### src/rtl/lqtd_pkg.sv
// Shared types, widths and constants for the leaky quadrature tone detector.
// Holds the quarter-wave sine table builder and the controller command struct.
// No dependencies.
`default_nettype none

package lqtd_pkg;

  // Field widths.
  localparam int SAMPLE_W = 16;
  localparam int STEP_W   = 32;
  localparam int RETAIN_W = 16;
  localparam int MAG_W    = 40;
  localparam int TRIG_W   = 16;

  // Design sizes.
  localparam int ACC_W      = 40;
  localparam int PHASE_W    = 32;
  localparam int SINE_DEPTH = 1024;

  // Derived widths.
  localparam int IDX_W   = $clog2(SINE_DEPTH);
  localparam int DEPTH_W = $clog2(SINE_DEPTH + 1);
  localparam int FRAC_W  = PHASE_W - 2;
  localparam int IPROD_W = FRAC_W + DEPTH_W;
  localparam int TPROD_W = SAMPLE_W + TRIG_W;
  localparam int DPROD_W = ACC_W + RETAIN_W;
  localparam int HALF_W  = (ACC_W + 1) / 2;
  localparam int RT_W    = 2 * HALF_W;
  localparam int SQ_W    = 4 * HALF_W;
  localparam int REM_W   = RT_W + 3;
  localparam int CMP_W   = (RT_W > MAG_W) ? RT_W : MAG_W;

  // Sequencing counts.
  localparam int RT_STEPS = RT_W;
  localparam int CNT_W    = $clog2(RT_STEPS);
  localparam int SQ_TERMS = 3;
  localparam int SQ_STEPS = 2 * SQ_TERMS;

  // Constants.
  localparam logic [RETAIN_W-1:0] RETAIN_RESET = 16'd64596;
  localparam logic [TRIG_W-1:0]   TRIG_MAX     = 16'd32767;
  localparam logic [MAG_W-1:0]    MAG_MAX      = '1;
  localparam logic [PHASE_W-1:0]  QUARTER_TURN = {2'b01, {FRAC_W{1'b0}}};
  localparam logic [63:0]         HALF_PI_Q30  = 64'd1686629713;

  // Controller states.
  typedef enum logic [3:0] {
    ST_IDLE,
    ST_SIN,
    ST_COS,
    ST_ADD,
    ST_SQ,
    ST_SQ_LAST,
    ST_RT_INIT,
    ST_ROOT,
    ST_OUT
  } ctrl_state_t;

  // Partial product of a split square: high*high, high*low, low*low.
  typedef enum logic [1:0] {
    SQ_HH,
    SQ_HL,
    SQ_LL
  } sq_term_t;

  // Commands from the controller to the datapath.
  typedef struct packed {
    logic     capture;
    logic     dec_mul;
    logic     dec_cos;
    logic     dec_wr;
    logic     rom_rd;
    logic     rom_cos;
    logic     trig_mul;
    logic     add_wr;
    logic     phase_adv;
    logic     sq_clear;
    logic     sq_mul;
    logic     sq_sin;
    sq_term_t sq_term;
    logic     sq_add;
    logic     rt_init;
    logic     rt_step;
    logic     out_load;
  } dp_cmd_t;

  typedef logic [SINE_DEPTH-1:0][TRIG_W-1:0] sine_rom_t;

  // One quarter-wave entry, sin(pi/2*k/D), by a truncating Taylor series in Q2.30.
  function automatic logic [TRIG_W-1:0] quarter_sine(input int unsigned k);
    logic [63:0] x;
    logic [63:0] t;
    logic [63:0] s;
    logic [63:0] v;
    x = (HALF_PI_Q30 * 64'(k)) / 64'(SINE_DEPTH);
    s = x;
    t = x;
    for (int n = 1; n <= 6; n++) begin
      t = (((t * x) >> 30) * x) >> 30;
      case (n)
        1:       t = t / 64'd6;
        2:       t = t / 64'd20;
        3:       t = t / 64'd42;
        4:       t = t / 64'd72;
        5:       t = t / 64'd110;
        default: t = t / 64'd156;
      endcase
      if (n[0]) begin
        s = (t > s) ? 64'd0 : s - t;
      end else begin
        s = s + t;
      end
    end
    v = (s + 64'd16384) >> 15;
    return (v > 64'd32767) ? TRIG_MAX : TRIG_W'(v);
  endfunction

  // Whole quarter-wave table, built at elaboration.
  function automatic sine_rom_t build_sine_rom();
    sine_rom_t rom;
    for (int k = 0; k < SINE_DEPTH; k++) begin
      rom[k] = quarter_sine(k);
    end
    return rom;
  endfunction

  localparam sine_rom_t SINE_ROM = build_sine_rom();

endpackage

`default_nettype wire

### src/rtl/lqtd_ctrl.sv
// Sequencing controller for the leaky quadrature tone detector.
// Drives the datapath command struct and both handshakes; uses lqtd_pkg.
`default_nettype none

module lqtd_ctrl (
  input  wire logic              clk,
  input  wire logic              rst_n,
  input  wire logic              in_valid,
  output logic                   in_stall,
  output logic                   out_valid,
  input  wire logic              out_stall,
  output lqtd_pkg::dp_cmd_t      cmd
);

  lqtd_pkg::ctrl_state_t            state_r;
  lqtd_pkg::ctrl_state_t            state_nxt;
  logic [lqtd_pkg::CNT_W-1:0]       cnt_r;
  logic [lqtd_pkg::CNT_W-1:0]       cnt_nxt;
  logic                             out_valid_r;
  logic                             out_valid_nxt;
  logic                             in_xfer;
  logic                             out_free;

  // Input is taken only while idle; the output register is free when empty or draining.
  assign in_xfer  = (state_r == lqtd_pkg::ST_IDLE) && in_valid;
  assign out_free = !out_valid_r || !out_stall;

  // Next state and step counter.
  always_comb begin
    state_nxt = state_r;
    cnt_nxt   = cnt_r;
    unique case (state_r)
      lqtd_pkg::ST_IDLE: begin
        if (in_valid) begin
          state_nxt = lqtd_pkg::ST_SIN;
        end
      end
      lqtd_pkg::ST_SIN: begin
        state_nxt = lqtd_pkg::ST_COS;
      end
      lqtd_pkg::ST_COS: begin
        state_nxt = lqtd_pkg::ST_ADD;
      end
      lqtd_pkg::ST_ADD: begin
        state_nxt = lqtd_pkg::ST_SQ;
        cnt_nxt   = '0;
      end
      lqtd_pkg::ST_SQ: begin
        if (cnt_r == lqtd_pkg::CNT_W'(lqtd_pkg::SQ_STEPS - 1)) begin
          state_nxt = lqtd_pkg::ST_SQ_LAST;
          cnt_nxt   = '0;
        end else begin
          cnt_nxt = cnt_r + 1'b1;
        end
      end
      lqtd_pkg::ST_SQ_LAST: begin
        state_nxt = lqtd_pkg::ST_RT_INIT;
      end
      lqtd_pkg::ST_RT_INIT: begin
        state_nxt = lqtd_pkg::ST_ROOT;
        cnt_nxt   = '0;
      end
      lqtd_pkg::ST_ROOT: begin
        if (cnt_r == lqtd_pkg::CNT_W'(lqtd_pkg::RT_STEPS - 1)) begin
          state_nxt = lqtd_pkg::ST_OUT;
        end else begin
          cnt_nxt = cnt_r + 1'b1;
        end
      end
      lqtd_pkg::ST_OUT: begin
        if (out_free) begin
          state_nxt = lqtd_pkg::ST_IDLE;
        end
      end
      default: begin
        state_nxt = lqtd_pkg::ST_IDLE;
      end
    endcase
  end

  // Datapath commands per state.
  always_comb begin
    cmd = '0;
    unique case (state_r)
      lqtd_pkg::ST_IDLE: begin
        // Start the sine-side decay and the sine lookup in the transfer cycle.
        cmd.capture = in_xfer;
        cmd.dec_mul = in_xfer;
        cmd.rom_rd  = in_xfer;
      end
      lqtd_pkg::ST_SIN: begin
        cmd.dec_wr   = 1'b1;
        cmd.dec_mul  = 1'b1;
        cmd.dec_cos  = 1'b1;
        cmd.trig_mul = 1'b1;
        cmd.rom_rd   = 1'b1;
        cmd.rom_cos  = 1'b1;
      end
      lqtd_pkg::ST_COS: begin
        cmd.dec_wr   = 1'b1;
        cmd.trig_mul = 1'b1;
        cmd.add_wr   = 1'b1;
      end
      lqtd_pkg::ST_ADD: begin
        cmd.add_wr    = 1'b1;
        cmd.phase_adv = 1'b1;
        cmd.sq_clear  = 1'b1;
      end
      lqtd_pkg::ST_SQ: begin
        cmd.sq_mul = 1'b1;
        cmd.sq_add = (cnt_r != '0);
        cmd.sq_sin = (cnt_r >= lqtd_pkg::CNT_W'(lqtd_pkg::SQ_TERMS));
        unique case (cnt_r[2:0]) inside
          3'd0, 3'd3: cmd.sq_term = lqtd_pkg::SQ_HH;
          3'd1, 3'd4: cmd.sq_term = lqtd_pkg::SQ_HL;
          default:    cmd.sq_term = lqtd_pkg::SQ_LL;
        endcase
      end
      lqtd_pkg::ST_SQ_LAST: begin
        cmd.sq_add = 1'b1;
      end
      lqtd_pkg::ST_RT_INIT: begin
        cmd.rt_init = 1'b1;
      end
      lqtd_pkg::ST_ROOT: begin
        cmd.rt_step = 1'b1;
      end
      lqtd_pkg::ST_OUT: begin
        cmd.out_load = out_free;
      end
      default: begin
        cmd = '0;
      end
    endcase
  end

  // Output valid flag follows loads and completed transfers.
  always_comb begin
    if (cmd.out_load) begin
      out_valid_nxt = 1'b1;
    end else if (out_valid_r && !out_stall) begin
      out_valid_nxt = 1'b0;
    end else begin
      out_valid_nxt = out_valid_r;
    end
  end

  always_ff @(posedge clk) begin
    if (!rst_n) begin
      state_r     <= lqtd_pkg::ST_IDLE;
      cnt_r       <= '0;
      out_valid_r <= 1'b0;
    end else begin
      state_r     <= state_nxt;
      cnt_r       <= cnt_nxt;
      out_valid_r <= out_valid_nxt;
    end
  end

  assign in_stall  = (state_r != lqtd_pkg::ST_IDLE);
  assign out_valid = out_valid_r;

endmodule

`default_nettype wire

### config.mk
export PLATFORM = sky130hd
export DESIGN_NAME = lqtd_ctrl
export DESIGN_NICKNAME = d
export VERILOG_FILES = /design/src/rtl/lqtd_pkg.sv /design/src/rtl/lqtd_ctrl.sv
export SDC_FILE = /design/constraint.sdc
export NUM_CORES = 1
export LEC_CHECK = 0
export ABC_AREA = 1
export BUFFER_PORTS_ARGS = -buffer_cell sky130_fd_sc_hd__buf_2
export CORE_MARGIN = 10
export CORE_UTILIZATION = 30
export CTS_BUF_LIST = sky130_fd_sc_hd__clkbuf_4 sky130_fd_sc_hd__clkbuf_8
export DETAILED_ROUTE_END_ITERATION = 7
export GPL_ROUTABILITY_DRIVEN = 0
export GPL_TIMING_DRIVEN = 0
export PLACE_DENSITY = 0.64
export SYNTH_ARGS = -nofsm -noshare
export SYNTH_HDL_FRONTEND = slang
export SYNTH_SLANG_ARGS = --single-unit
### constraint.sdc
create_clock -name clk -period 1.4 [get_ports clk]
set_clock_uncertainty 0.05 [all_clocks]
set_input_delay 0.07 -clock clk [delete_from_list [all_inputs] [get_ports clk]]
set_output_delay 0.07 -clock clk [all_outputs]
set_load 0.02 [all_outputs]
==> flow_summary.yaml <==
setup_path:
  worst_path_largest_cell_delay_ps: 360
  cp_data_arrival_time_ps: 1350
  startpoint_type: "flip-flop"
  crit_chain: "nor2_4 -> inv_2 -> nor3_4 -> or2_4 -> buf_6 -> buf_6"
  crit_family: "simple AND/OR/NAND/NOR gates"
  crit_top_cell: "buf_6"
  worst-setup-path-type: "flip-flop to output pin"
  required_ps: 1280
  path_max_fanout: 4
  cp_slowest_cell: "dfxtp_4"
  end_kind: "output pin"
  critPathBufInv: 3
timing:
  finalSetupViolCount: 14
  whs_ps: 31.07
  drv_slew: 0
  fin_crit_ps: 1467
  relSlewSlack: 0.8011
  rsz0062_at_grt: "true"
  fin_setup_tns_ps: -394.2
  period_share: 1.048
  tightest_slew_ps: 298.0
  finalHoldViolations: 0
  max_freq_ghz: 0.6819
  setup_ws_ps: -66.52
min_path:
  worstHoldPathType: "input pin to flip-flop"
grt:
  grt_util_all_layers: 0.09780
  grt_max_degree: 8
  grtUsageMet2: 0.1818
  grt_use_met1: 0.09308
  use_met3: 0.05249
  grt_pass1_vias: 975
  overflow: 0
  grt_pass1_wl_mm: 4.271
  busiest_layer: "met2"
  antenna_found_initial: 0
clock_network:
  root_buffer: "clkbuf_4"
  cts_buffer_depth: 2
  htree_levels: 1
  cts.sinks: 11
  cts_tree: "yes"
  clk_pin_slew_worst_paths_ps: 70
  insertion_delay_ps: 270
  numCtsBuffers: 3
logic_synthesis:
  ys_types: 26
  ys_seq_elements: 11
  avgSynthCellArea_um2: 6.493
  yosys_warnings: 0
  syn_area_um2: 857.1
  syn_inst: 132
  synth-seq-area-share: 0.2569
  synth_nets: 140
cells_and_area:
  area_delta_synth_final_pct: 72.41
  drive_above_1_share: 0.6034
  final_cell_mix: "buf_4 (27), nand2_1 (18), inv_1 (14), nor2_1 (14), buf_6 (12)"
  final_common_cell: "buf_4"
  num_antenna_cells: 0
  fillCellCount: 253
  fin_nets: 188
  stdcell_count: 210
floorplan:
  row_count: 19
  die_h_um: 73.45
  die_x_um: 73.45
  io_pins: 24
  die-area_um2: 5395
  coreArea_um2: 2734
  start_util: 0.3135
pwr:
  power.density_nw_per_um2: 1348
  p_leak_nw: 0.6816
  power_w: 0.001992
  peakVddDrop_v: 0.001001
drt:
  avgRoutedWirePerCell_um: 12.90
  drt_iter0_drc: 30
  route.detailed.drc: 0
  detail-route-antenna-nets: 0
  vias: 992
  viasPerCell: 4.724
  detail_route.first_pass.iterations: 4
  totalWireLength_mm: 2.710
placed_design:
  detailedPlace.worstSlack_ps: -116.4
  hpwl_mm: 1.864
  dp_cells: 186
  io_buffers: 23
flow_run:
  cap_violations: 0
status:
  status: "finished with violations"
  violations: "negative setup slack"
==> flip-flops by register name, summed over array words and instances (netlist names) <==
signal     count
cnt_r          6
out_valid      1
state_r        4
==> layer usage <==
layer | up-vias | wire (um) | part of all wire
met5 | - | 0 | 0
met3 | 2 | 276 | 0.10
met1 | 458 | 955 | 0.35
li1 | 506 | - | -
met2 | 26 | 1469 | 0.54
met4 | 0 | 8 | 0.0030
==> per-stage QoR <==
stage,util,cell area (um^2)
3_3_place_gp,0.3803,1040
4_1_cts,0.4778,1306
2_1_floorplan,-,885.9
5_1_grt,0.5405,1478
3_5_place_dp,0.3803,1040
6_report,0.5405,1478
==> worst min-delay path, cell delays in order <==
cell     delay [ps]
buf_2            90
nand2_1          70
a21oi_1          70
==> Yosys cell counts <==
| cell | number | area (um^2) |
|---|---|---|
| xor2_1 | 1 | 8.760 |
| o21ai_2 | 1 | 8.760 |
| inv_1 | 19 | 71.32 |
| clkinv_2 | 1 | 5.000 |
| dfxtp_1 | 11 | 220.2 |
| nand2_1 | 21 | 78.83 |
| a21oi_1 | 8 | 40.04 |
| nor3_1 | 3 | 15.01 |
| o21ai_1 | 2 | 10.01 |
| nand3_1 | 12 | 60.06 |
| or2_2 | 1 | 6.260 |
| ha_1 | 4 | 50.05 |
| inv_4 | 1 | 6.260 |
| o211ai_1 | 1 | 7.510 |
| nor2_2 | 1 | 6.260 |
| a211oi_2 | 1 | 12.51 |
| nor2_4 | 2 | 22.52 |
| nand3_2 | 1 | 10.01 |
| buf_4 | 5 | 37.54 |
| nand2_2 | 5 | 31.28 |
| nand2_4 | 3 | 33.78 |
| o21ai_0 | 1 | 5.000 |
| inv_2 | 1 | 3.750 |
| nand4_1 | 2 | 12.51 |
| o31ai_1 | 1 | 7.510 |
| nor2_1 | 23 | 86.33 |
==> what timing repair did <==
action                                  4_1_cts  5_1_grt
hold buffers                                  1        0
endpoints found under the setup margin       24       25
setup buffers                                14        6
gates resized for setup                      43       36
hold endpoints to repair                      1        0
pin swaps                                    15       10
==> final timing paths <==
check,from,depth (start not counted),to,slack [ps]
setup / recovery,state_r[3]$_SDFFE_PN0P_,6,cmd[16],-70
hold / removal,out_stall,3,out_valid$_SDFFE_PN0P_,30
setup reg to reg,state_r[3]$_SDFFE_PN0P_,11,cnt_r[2]$_SDFFE_PN0P_,-50
hold reg to reg,out_valid$_SDFFE_PN0P_,2,out_valid$_SDFFE_PN0P_,450
==> power breakdown <==
group | internal, W | switching, W | leakage (nW) | total, W
Clock | 0.000130 | 0.000104 | 0.0184 | 0.000234
Combinational | 0.000633 | 0.000696 | 0.569 | 0.00133
Sequential | 0.000356 | 0.0000725 | 0.0946 | 0.000429
Total | 0.00112 | 0.000873 | 0.682 | 0.00199
==> final cells by class <==
cell class	count	area, um^2	share of cell area
plain buffers	4	33.78	0.02286
clock buffers	4	30.03	0.02032
inverters	22	95.09	0.06435
multi-input cells	94	680.7	0.4606
flip-flops and latches	11	245.2	0.1660
well taps	31	38.79	0.02625
repair buffers	44	354.1	0.2396
==> cells by family after synthesis <==
logic type      count (synthesis)  synth area share
simple gates                   74            0.4234
buf+inv                        27            0.1445
compound gates                 15            0.1066
flops                          11            0.2569
fa+ha+maj                       4           0.05840
xor+xnor                        1           0.01022
No activity file was read; power rests on OpenSTA's default activity.
